===== config.mk =====
export PLATFORM = sky130hd
export DESIGN_NAME = group_reverse_stream
export DESIGN_NICKNAME = d
export VERILOG_FILES = /design/src/grs_pkg.sv /design/src/grs_ram.sv /design/src/grs_ctrl.sv /design/src/grs_datapath.sv /design/src/group_reverse_stream.sv
export VERILOG_INCLUDE_DIRS = /design/src /design/src/src
export SDC_FILE = /design/constraint.sdc
export NUM_CORES = 2
export LEC_CHECK = 0
export BUFFER_PORTS_ARGS = -buffer_cell sky130_fd_sc_hd__buf_2
export CORE_AREA = 3 3 374 376
export CTS_CLUSTER_DIAMETER = 40
export DETAILED_ROUTE_END_ITERATION = 12
export DIE_AREA = 0 0 377 379
export GPL_ROUTABILITY_DRIVEN = 0
export GPL_TIMING_DRIVEN = 0
export PLACE_DENSITY_LB_ADDON = 0.12
export SYNTH_ARGS = -nofsm -noshare
export SYNTH_HDL_FRONTEND = slang
export SYNTH_HIERARCHICAL = 1
export SYNTH_SLANG_ARGS = --single-unit

===== constraint.sdc =====
create_clock -name clk -period 5.6 [get_ports clk]
set_input_delay 1.12 -clock clk [delete_from_list [all_inputs] [get_ports clk]]
set_output_delay 1.12 -clock clk [all_outputs]
set_load 0.01 [all_outputs]

===== src/group_reverse_stream_assert.svh =====
// assertion macros for the group reverse stream rtl
// depends on: clk and rst_n being declared in the module that uses them
`ifndef GROUP_REVERSE_STREAM_ASSERT_SVH
`define GROUP_REVERSE_STREAM_ASSERT_SVH

`ifndef NO_ASSERTIONS

// same-cycle implication, disabled during reset
`define GRS_ASSERT_IMPLIES(label, ante, cons) \
    label: assert property (@(posedge clk) disable iff (!rst_n) (ante) |-> (cons)) \
        else $error("group_reverse_stream: same-cycle check failed");

// next-cycle implication, disabled during reset
`define GRS_ASSERT_NEXT(label, ante, cons) \
    label: assert property (@(posedge clk) disable iff (!rst_n) (ante) |=> (cons)) \
        else $error("group_reverse_stream: next-cycle check failed");

`else

`define GRS_ASSERT_IMPLIES(label, ante, cons)
`define GRS_ASSERT_NEXT(label, ante, cons)

`endif

`endif


===== src/grs_pkg.sv =====
// shared types and constants for the group reverse stream block
// no dependencies
`timescale 1ns / 1ps

package grs_pkg;

    localparam int VALUE_W = 32;  // width of one list element
    localparam int CFG_W   = 7;   // width of the group_size register

    // controller to datapath
    typedef struct packed {
        logic accept;    // input word taken this cycle
        logic rd_issue;  // launch one buffer read
    } grs_cmd_t;

    // datapath to controller
    typedef struct packed {
        logic emit;        // the word being offered will start a burst
        logic rd_ok;       // a read may be launched this cycle
        logic issue_done;  // every read of the current burst is launched
    } grs_status_t;

endpackage


===== src/grs_ram.sv =====
// generic single-write, single-read ram with registered read data
// no dependencies
`timescale 1ns / 1ps

module grs_ram #(
    parameter int WIDTH = 32,
    parameter int DEPTH = 64
) (
    input  logic                     clk,
    input  logic                     wr_en,
    input  logic [$clog2(DEPTH)-1:0] wr_addr,
    input  logic [WIDTH-1:0]         wr_data,
    input  logic                     rd_en,
    input  logic [$clog2(DEPTH)-1:0] rd_addr,
    output logic [WIDTH-1:0]         rd_data
);

    logic [WIDTH-1:0] mem [DEPTH];
    logic [WIDTH-1:0] rd_data_reg;

    always_ff @(posedge clk)
    begin
        if (wr_en)
        begin
            mem[wr_addr] <= wr_data;
        end
        if (rd_en)
        begin
            rd_data_reg <= mem[rd_addr];
        end
    end

    assign rd_data = rd_data_reg;

endmodule


===== src/grs_ctrl.sv =====
// controller: takes input words and sequences the drain of a burst
// depends on: grs_pkg
`timescale 1ns / 1ps

module grs_ctrl
    import grs_pkg::*;
(
    input  logic        clk,
    input  logic        rst_n,
    input  logic        s_tvalid,
    output logic        s_tready,
    input  grs_status_t status,
    output grs_cmd_t    cmd
);

    typedef enum logic {
        ST_IDLE,
        ST_DRAIN
    } state_t;

    state_t state_reg;
    state_t state_next;
    logic   ready_reg;

    always_comb
    begin
        state_next = state_reg;
        unique case (state_reg)
            ST_IDLE:
            begin
                if (s_tvalid && ready_reg && status.emit)
                begin
                    state_next = ST_DRAIN;
                end
            end
            ST_DRAIN:
            begin
                if (status.issue_done)
                begin
                    state_next = ST_IDLE;
                end
            end
            default:
            begin
                state_next = ST_IDLE;
            end
        endcase
    end

    always_ff @(posedge clk or negedge rst_n)
    begin
        if (!rst_n)
        begin
            state_reg <= ST_IDLE;
            ready_reg <= 1'b0;
        end
        else
        begin
            state_reg <= state_next;
            ready_reg <= (state_next == ST_IDLE);
        end
    end

    assign s_tready     = ready_reg;
    assign cmd.accept   = s_tvalid && ready_reg;
    assign cmd.rd_issue = (state_reg == ST_DRAIN) && status.rd_ok;

endmodule


===== src/grs_datapath.sv =====
// datapath: group buffer, fill and burst counters, output register
// depends on: grs_pkg, grs_ram, group_reverse_stream_assert.svh
`timescale 1ns / 1ps
`include "group_reverse_stream_assert.svh"

module grs_datapath
    import grs_pkg::*;
#(
    parameter int MAX_GROUP = 64
) (
    input  logic               clk,
    input  logic               rst_n,
    input  logic               cfg_valid,
    input  logic [CFG_W-1:0]   cfg_data,
    input  logic [VALUE_W-1:0] in_value,
    input  logic               in_list_end,
    input  grs_cmd_t           cmd,
    output grs_status_t        status,
    output logic               out_valid,
    input  logic               out_ready,
    output logic [VALUE_W-1:0] out_value,
    output logic               out_burst_last,
    output logic               out_list_end
);

    localparam int AW = $clog2(MAX_GROUP);
    localparam int CW = $clog2(MAX_GROUP + 1);

    logic [CFG_W-1:0]   group_size_reg;
    logic [CW-1:0]      fill_reg;
    logic [CW-1:0]      n_reg;
    logic [CW-1:0]      idx_reg;
    logic               reverse_reg;
    logic               end_reg;
    logic               pend_reg;
    logic               pend_last_reg;
    logic               pend_end_reg;
    logic               out_valid_reg;
    logic [VALUE_W-1:0] out_value_reg;
    logic               out_last_reg;
    logic               out_end_reg;

    logic [CW-1:0]      k_eff;
    logic [AW-1:0]      wr_addr;
    logic [CW-1:0]      n_new;
    logic               full_group;
    logic [CW-1:0]      rev_pos;
    logic [AW-1:0]      rd_addr;
    logic [VALUE_W-1:0] rd_data;
    logic               issue_last;

    // group size saturated into 1..MAX_GROUP
    always_comb
    begin
        priority if (group_size_reg == '0)
        begin
            k_eff = CW'(1);
        end
        else if (group_size_reg > CFG_W'(MAX_GROUP))
        begin
            k_eff = CW'(MAX_GROUP);
        end
        else
        begin
            k_eff = CW'(group_size_reg);
        end
    end

    assign wr_addr    = (fill_reg >= CW'(MAX_GROUP)) ? AW'(MAX_GROUP - 1) : fill_reg[AW-1:0];
    assign n_new      = CW'(wr_addr) + CW'(1);
    assign full_group = (n_new >= k_eff);

    // newest first for a full group, oldest first for a short tail
    assign rev_pos    = n_reg - CW'(1) - idx_reg;
    assign rd_addr    = reverse_reg ? rev_pos[AW-1:0] : idx_reg[AW-1:0];
    assign issue_last = ((idx_reg + CW'(1)) == n_reg);

    grs_ram #(
        .WIDTH (VALUE_W),
        .DEPTH (MAX_GROUP)
    ) u_buffer (
        .clk     (clk),
        .wr_en   (cmd.accept),
        .wr_addr (wr_addr),
        .wr_data (in_value),
        .rd_en   (cmd.rd_issue),
        .rd_addr (rd_addr),
        .rd_data (rd_data)
    );

    always_ff @(posedge clk or negedge rst_n)
    begin
        if (!rst_n)
        begin
            group_size_reg <= CFG_W'(1);
            fill_reg       <= '0;
            n_reg          <= '0;
            idx_reg        <= '0;
            reverse_reg    <= 1'b0;
            end_reg        <= 1'b0;
            pend_reg       <= 1'b0;
            out_valid_reg  <= 1'b0;
        end
        else
        begin
            if (cfg_valid)
            begin
                group_size_reg <= cfg_data;
            end

            if (cmd.accept)
            begin
                if (full_group || in_list_end)
                begin
                    n_reg       <= n_new;
                    idx_reg     <= '0;
                    reverse_reg <= full_group;
                    end_reg     <= in_list_end;
                    fill_reg    <= '0;
                end
                else
                begin
                    fill_reg <= n_new;
                end
            end
            else if (cmd.rd_issue)
            begin
                idx_reg <= idx_reg + CW'(1);
            end

            pend_reg <= cmd.rd_issue;

            if (pend_reg)
            begin
                out_valid_reg <= 1'b1;
            end
            else if (out_valid_reg && out_ready)
            begin
                out_valid_reg <= 1'b0;
            end
        end
    end

    // payload registers
    always_ff @(posedge clk)
    begin
        if (cmd.rd_issue)
        begin
            pend_last_reg <= issue_last;
            pend_end_reg  <= issue_last && end_reg;
        end
        if (pend_reg)
        begin
            out_value_reg <= rd_data;
            out_last_reg  <= pend_last_reg;
            out_end_reg   <= pend_end_reg;
        end
    end

    assign status.emit       = full_group || in_list_end;
    assign status.issue_done = (idx_reg == n_reg);
    assign status.rd_ok      = (idx_reg != n_reg) && !pend_reg && (!out_valid_reg || out_ready);

    assign out_valid      = out_valid_reg;
    assign out_value      = out_value_reg;
    assign out_burst_last = out_last_reg;
    assign out_list_end   = out_end_reg;

    `GRS_ASSERT_IMPLIES(a_fill_below_max, 1'b1, fill_reg < CW'(MAX_GROUP))
    `GRS_ASSERT_IMPLIES(a_read_in_burst, cmd.rd_issue, idx_reg < n_reg)
    `GRS_ASSERT_NEXT(a_read_lands, pend_reg, out_valid_reg)
    `GRS_ASSERT_IMPLIES(a_no_accept_mid_burst, cmd.accept, idx_reg == n_reg && !pend_reg)

endmodule


===== src/group_reverse_stream.sv =====
// top level of the group reverse stream block
// depends on: grs_pkg, grs_ctrl, grs_datapath, grs_ram
//
// usage
//   s_* carries list words in: s_tdata is the element value, s_tlast marks the
//   final element of the list. m_* carries the reordered words out: m_tdata is
//   the value, m_tlast marks the last word of a burst, m_tuser marks the final
//   word of the whole list. cfg_valid/cfg_data write group_size (always ready);
//   write it only while the block is idle. zero acts as 1, above MAX_GROUP
//   acts as MAX_GROUP.
//   words are buffered until group_size are held, then sent newest first; a
//   short tail at the end mark goes out oldest first.
// timing
//   a word that completes no burst is taken without dropping s_tready. a word
//   that starts a burst of n words holds s_tready low until every read of the
//   burst is launched: a read is not launched while an earlier one is still
//   pending (registered ram read, then the output register).
// reset and stall
//   reset empties the buffer count, sets group_size to 1 and drops all valids;
//   buffer contents are not cleared. when m_tready is low the output word holds
//   and no further read is launched until it is taken.
`timescale 1ns / 1ps

module group_reverse_stream
    import grs_pkg::*;
#(
    parameter int MAX_GROUP = 64
) (
    input  logic               clk,
    input  logic               rst_n,
    // configuration write
    input  logic               cfg_valid,
    output logic               cfg_ready,
    input  logic [CFG_W-1:0]   cfg_data,   // group_size
    // input words
    input  logic               s_tvalid,
    output logic               s_tready,
    input  logic [VALUE_W-1:0] s_tdata,    // [31:0] value
    input  logic               s_tlast,    // list_end
    // output words
    output logic               m_tvalid,
    input  logic               m_tready,
    output logic [VALUE_W-1:0] m_tdata,    // [31:0] out_value
    output logic               m_tlast,    // burst_last
    output logic               m_tuser     // [0] out_list_end
);

    grs_cmd_t    cmd;
    grs_status_t status;

    // the register takes every write at once
    assign cfg_ready = 1'b1;

    grs_ctrl u_ctrl (
        .clk      (clk),
        .rst_n    (rst_n),
        .s_tvalid (s_tvalid),
        .s_tready (s_tready),
        .status   (status),
        .cmd      (cmd)
    );

    grs_datapath #(
        .MAX_GROUP (MAX_GROUP)
    ) u_datapath (
        .clk            (clk),
        .rst_n          (rst_n),
        .cfg_valid      (cfg_valid),
        .cfg_data       (cfg_data),
        .in_value       (s_tdata),
        .in_list_end    (s_tlast),
        .cmd            (cmd),
        .status         (status),
        .out_valid      (m_tvalid),
        .out_ready      (m_tready),
        .out_value      (m_tdata),
        .out_burst_last (m_tlast),
        .out_list_end   (m_tuser)
    );

endmodule

* Word level (Yosys, flattened, before mapping)
Memories as Yosys holds them, arrays and structs flattened. A register that Yosys moved wholly into a read port is not among the register bits. Cells that the tools add are included.
Storage, ports and cells: memory bits (writable) 2048, logic and storage cells 60, bits in registers 70, bits of input ports 45, output and inout bits 37, memories 1
Cells by class: add/subtract/negate cells 4, bitwise operators 2, reductions and logical operators 16, mux-type cells 15, eq/ne operators 4, order comparisons 3
Memory list:
- u_datapath.u_buffer.mem | depth 64, width 32, read ports 1, clocked after memory_dff 1, wr ports 1, RTL line grs_ram.sv:18 | logic [WIDTH-1:0] mem [DEPTH];
Operators by type and width (count):
- 2-to-1 mux 7 bit | 6
- == test 7 bit | 2
- 2-to-1 mux 6 bit | 2
- adder 6 x 1 -> 7 bit (second input constant) | 1
- adder 7 x 1 -> 7 bit (second input constant) | 1
- >= comparator 7 bit | 1
- >= comparator 7 bit (second input constant) | 1
- > comparator 7 bit (second input constant) | 1
- logical AND 1 bit | 7
- logical NOT 7 bit | 1
- != test 7 bit | 1
- 2-to-1 mux 1 bit | 6
- subtractor 6 x 1 -> 6 bit (second input constant) | 1
- subtractor 6 bit | 1
- AND reduction 2 bit | 2
- nonzero test 2 bit | 2
- logical NOT 1 bit | 2
- logical OR 1 bit | 2
- != test 2 bit (second input constant) | 1
- NOT 1 bit | 2
- one-hot mux 1 bit (2 select lines) | 1

* Longest topological paths before layout
word-level depth 9, mapped depth 14, depth with buffers taken out 13

* Hierarchy
Netlist, hierarchy kept.
By module, submodules not included:
- grs_ram | instances 1, cells each 3324, area each 78835.6 um^2, sequential area each 62459.9 um^2
- grs_datapath | instances 1, cells each 261, area each 3174.3 um^2, sequential area each 1883.1 um^2
- grs_ctrl | instances 1, cells each 7, area each 90.1 um^2, sequential area each 50.0 um^2
- group_reverse_stream | instances 1, cells each 2, area each 11.3 um^2, sequential area each 0.0 um^2

* Worst setup path before layout
No wires, ideal clock.
kind input -> register, start input port s_tvalid, end memory u_datapath.u_buffer.mem[48][0] (enable), stages 4, arrival 3.908 ns, library setup time 0.461 ns, buffers on the path 0, data required time 5.139 ns, path slack 1.231 ns, cell sequence and2_2 -> nor2b_1 -> nand4b_1 -> nor3_1
On the way: longest elaborated chain between the ends 3
Ends and longest elaborated chain:
- start: declaration | RTL line group_reverse_stream.sv:36 | input logic s_tvalid,
- logical AND 1 bit | RTL line grs_ctrl.sv:65 | assign cmd.accept = s_tvalid && ready_reg;
- 2-to-1 mux 1 bit | RTL line grs_ram.sv:23 | if (wr_en)
- 2-to-1 mux 1 bit (implied by the code) | RTL line grs_ram.sv:25 | mem[wr_addr] <= wr_data;
- end: declaration | RTL line grs_ram.sv:18
Every way passes these cells.

* Worst setup path after layout
start register u_datapath.idx_reg[0], end register u_datapath.u_buffer.rd_data_reg[27], in the netlist u_datapath/u_buffer/rd_data[27], read port of u_datapath.u_buffer.mem, data pin
On the way: elaborated cells between the ends (all ways) 6, classes of those cells add/sub: 1; eq/ne: 1; mux: 1; reduce/logical: 3
RTL lines:
- start: declaration | RTL line grs_datapath.sv:32 | logic [CW-1:0] idx_reg;
- start signal: assignment | RTL line grs_datapath.sv:128 | idx_reg <= idx_reg + CW'(1);
- subtractor 6 bit | RTL line grs_datapath.sv:74 | assign rev_pos = n_reg - CW'(1) - idx_reg;
- 2-to-1 mux 6 bit | RTL line grs_datapath.sv:75 | assign rd_addr = reverse_reg ? rev_pos[AW-1:0] : idx_reg[AW-1:0];
- via u_datapath.rd_addr[2] | RTL line grs_datapath.sv:48 | logic [AW-1:0] rd_addr;
- end: declaration | RTL line grs_ram.sv:19 | logic [WIDTH-1:0] rd_data_reg;
The timed path passes the listed nets, and every way through them passes these cells. A chain may end at the register's enable or synchronous reset.

==> summary.md <==
| Metric | Value |
|---|---|
| Vias/cell | `7.12` |
| Biggest area consumer among synthesized cells | `edfxtp_1` |
| Fmax | `176 MHz` |
| Failing checks | `setup timing` |
| Htree depth | `4` |
| Largest register FFs | `2048` |
| P per Cell Area | `599 mW/mm2` |
| Crit path launch | `u_datapath/idx_reg[0]` |
| Port buffer count | `between 70 and 80` |
| Syn Std Cell Area | `about 0.08 mm2` |
| Crit end category | `register` |
| Critical path required time | `6160 ps` |
| Ys async rst share | `0.0158` |
| Boundary Pins | `82` |
| Die X | `between 300 and 400 um` |
| Setup WS pre-CTS | `-26.0 ps` |
| Seq/Total Area, Yosys | `0.784` |
| Die ar. | `0.143 mm2` |
| Clock Latency Late Sink | `860 ps` |
| Most common cell after layout, fill and taps aside | `edfxtp_1` |
| Nets | `around 4000` |
| First-pass GRT wire length | `~330000 um` |
| Final worst path period share | `1.01` |
| Post-synth top flop | `edfxtp_1` |
| Count of final setup violators | `7` |
| Syn Area/Cell | `22.8 um2` |
| Post-route ant nets | `0` |
| DP HPWL | `154000 um` |
| Routed wire length per instance | `just over 40 um` |
| Crit path time final | `5680 ps` |
| Row count | `136` |
| CTS Sinks | `2150` |
| Min-delay worst type | `input port to asynchronous set/reset pin` |
| Unrepaired setup endpoints after global routing | `no` |
| Area grow syn2layout | `15.7%` |
| Synth cell types | `63` |
| DR DRC count | `0` |
| Clk root buf | `clkbuf_16` |
| Most frequent cells in the layout | `edfxtp_1 (2116), mux4_2 (544), clkbuf_16 (245), buf_2 (125), clkbuf_1 (111)` |
| Worst-Margin Slew | `1400 ps` |
| Global Route Usage Sum | `0.345` |
| Syn nets | `3654` |
| GR Overflow Total | `0` |
| Final worst-path setup slack | `-83.9 ps` |
| TritonCTS clock tree | `built` |
| Synth warnings | `6` |
| #FFs+latches synth | `2150` |
| Core ar. | `about 0.14 mm2` |
| IR drop worst, VDD | `0.590 mV` |
| Critical path type | `register to register` |
| Initial core utilization | `0.599` |
| Final clock skew | `29.4 ps` |
| Leak | `about 30 nW` |
| Max-cap violations | `0` |
| Fillcell total | `8134` |
| Clock buffer count from CTS | `239` |
| Status | `finished, violations left` |
| Mapped Cells | `3594` |
| Iter 0 DRT Violations | `6353` |
| Max Buffers Root-to-Sink | `3` |
| Startpoint types | `register` |
| Final core utilization | `0.693` |
| Die Span Y | `379 um` |
| Power, Total | `about 0.057 W` |
| Vias in the first global route | `41700` |
| Cts hold-fix bufs | `0` |
| DRT Wirelength | `around 240000 um` |
| Antenna violations before repair | `12` |
| Clock-pin slew on the worst setup and hold paths | `roughly 60 ps` |
| Worst EP arrival | `6240 ps` |
| Crit Reg-Reg Startpoint | `u_datapath/idx_reg[0]` |
| Crit path max fanout | `10` |
| Final Hold Vio Count | `0` |
| Relative slew slack | `0.0600` |
| Post-synth EDFFs | `roughly 2100` |
| Synth top area share | `0.774` |
| Share of cells above drive strength 1 | `0.301` |
| First-pass iteration count of the detailed router | `6` |
| Via count | `42731` |
| Top cells by area, synth | `edfxtp_1 (77%), mux4_2 (15%), mux2i_1 (1.2%)` |
| Fin. max-slew vios | `0` |
| Largest net degree at the start of global routing | `65` |
==> power by group <==
part	internal, W	switching [W]	leakage [nW]	total, W
clock	0.00926	0.00637	3.85	0.0156
combinational	0.00824	0.0144	6.49	0.0227
sequential	0.0184	0.000225	19.5	0.0186
total	0.0359	0.0210	29.8	0.0569
==> critical path, stage by stage (launching register included) <==
cell      delay [ps]
dfrtp_1          410
inv_1             90
ha_1             230
fa_1             420
xnor2_1          140
a21oi_1          160
clkbuf_1         450
buf_2            420
or2_1            200
buf_1            880
clkbuf_1         710
o22ai_1          210
nor2_1           410
a21oi_1          140
nor2_1           520
==> stage by stage <==
stage | TNS [ps] | instance area, um2 | instances | hold WS [ps]
finish | -226 | 95000 | 6001 | 356
global route | 0 | 95000 | 5994 | 400
CTS | 0 | 94900 | 5994 | 327
detailed placement | -26.0 | 87000 | 5551 | 405
global placement | -797680 | 84800 | 5467 | 413
floorplan | 0 | 82100 | 3594 | 400
==> area by class of cell <==
| type | count | area [um2] | area share |
|---|---|---|---|
| clock inverters | 162 | 1680 | 0.0177 |
| inverters | 22 | 82.6 | 0.000869 |
| repair buffers | 163 | 2160 | 0.0228 |
| well taps | 1794 | 2240 | 0.0236 |
| plain buffers | 190 | 951 | 0.0100 |
| multi-input cells | 1231 | 17200 | 0.181 |
| flip-flops and latches | 2150 | 64400 | 0.678 |
| diodes | 7 | 17.5 | 0.000184 |
| clock buffers | 282 | 6290 | 0.0662 |
==> synth_stat cells (2+ instances only) <==
| library cell | number |
|---|---|
| edfxtp_1 | 2116 |
| mux4_2 | 544 |
| nor2_1 | 151 |
| mux2i_1 | 95 |
| o22ai_1 | 90 |
| clkbuf_1 | 80 |
| a21oi_1 | 68 |
| buf_2 | 57 |
| nand2_1 | 52 |
| dfrtp_1 | 33 |
| o221ai_1 | 27 |
| buf_4 | 26 |
| buf_1 | 21 |
| inv_1 | 21 |
| nor2b_1 | 19 |
| ha_1 | 14 |
| a22oi_1 | 12 |
| mux2_2 | 12 |
| nand3_1 | 12 |
| nor3_1 | 12 |
| o21ai_0 | 12 |
| xnor2_1 | 11 |
| nand2b_1 | 10 |
| and3_1 | 9 |
| a311oi_1 | 8 |
| buf_6 | 7 |
| o32ai_1 | 6 |
| a41o_1 | 5 |
| nand3b_1 | 5 |
| nand4_1 | 5 |
| a21o_1 | 4 |
| and2_1 | 4 |
| or3_1 | 4 |
| xor2_1 | 4 |
| o31ai_1 | 3 |
| or3b_2 | 3 |
| a211oi_1 | 2 |
| nor3b_1 | 2 |
| nor4_1 | 2 |
| or2_2 | 2 |
| or3b_1 | 2 |
==> per-layer routing <==
layer,global-route usage,vias to the layer above,share of wire
li1,-,16148,-
met1,0.459,22484,0.34
met2,0.532,3444,0.47
met3,0.101,647,0.13
met4,0.167,8,0.058
met5,0,-,0.00076
==> timing repair <==
| action | CTS | global route |
|---|---|---|
| setup endpoints to repair | 2 | 11 |
| cloned | 0 | 0 |
| setup buffers | 0 | 0 |
| resized for setup | 1 | 12 |
==> worst paths after layout <==
kind,end,slack (ps),depth (start not counted)
max,u_datapath/u_buffer/rd_data[27],-80,14
min,u_datapath/fill_reg[5],360,1
max reg2reg,u_datapath/u_buffer/rd_data[27],-80,14
min reg2reg,u_datapath/out_burst_last,410,0
max in group asynchronous,u_datapath/pend_reg,4710,1
min in group clk,u_datapath/out_burst_last,410,0
==> cells by family after synthesis <==
family,count (synthesis),share of synthesized area
other,1,0.0000457
DFF,2150,0.784
adders and majority gates,15,0.00238
AOI/OAI and AO/OA,244,0.0194
muxes,652,0.163
xor gates and xnor gates,16,0.00187
and+or+nand+nor,303,0.0171
buffers and inverters,213,0.0124
Note: power is estimated with default switching activity, not from simulation.
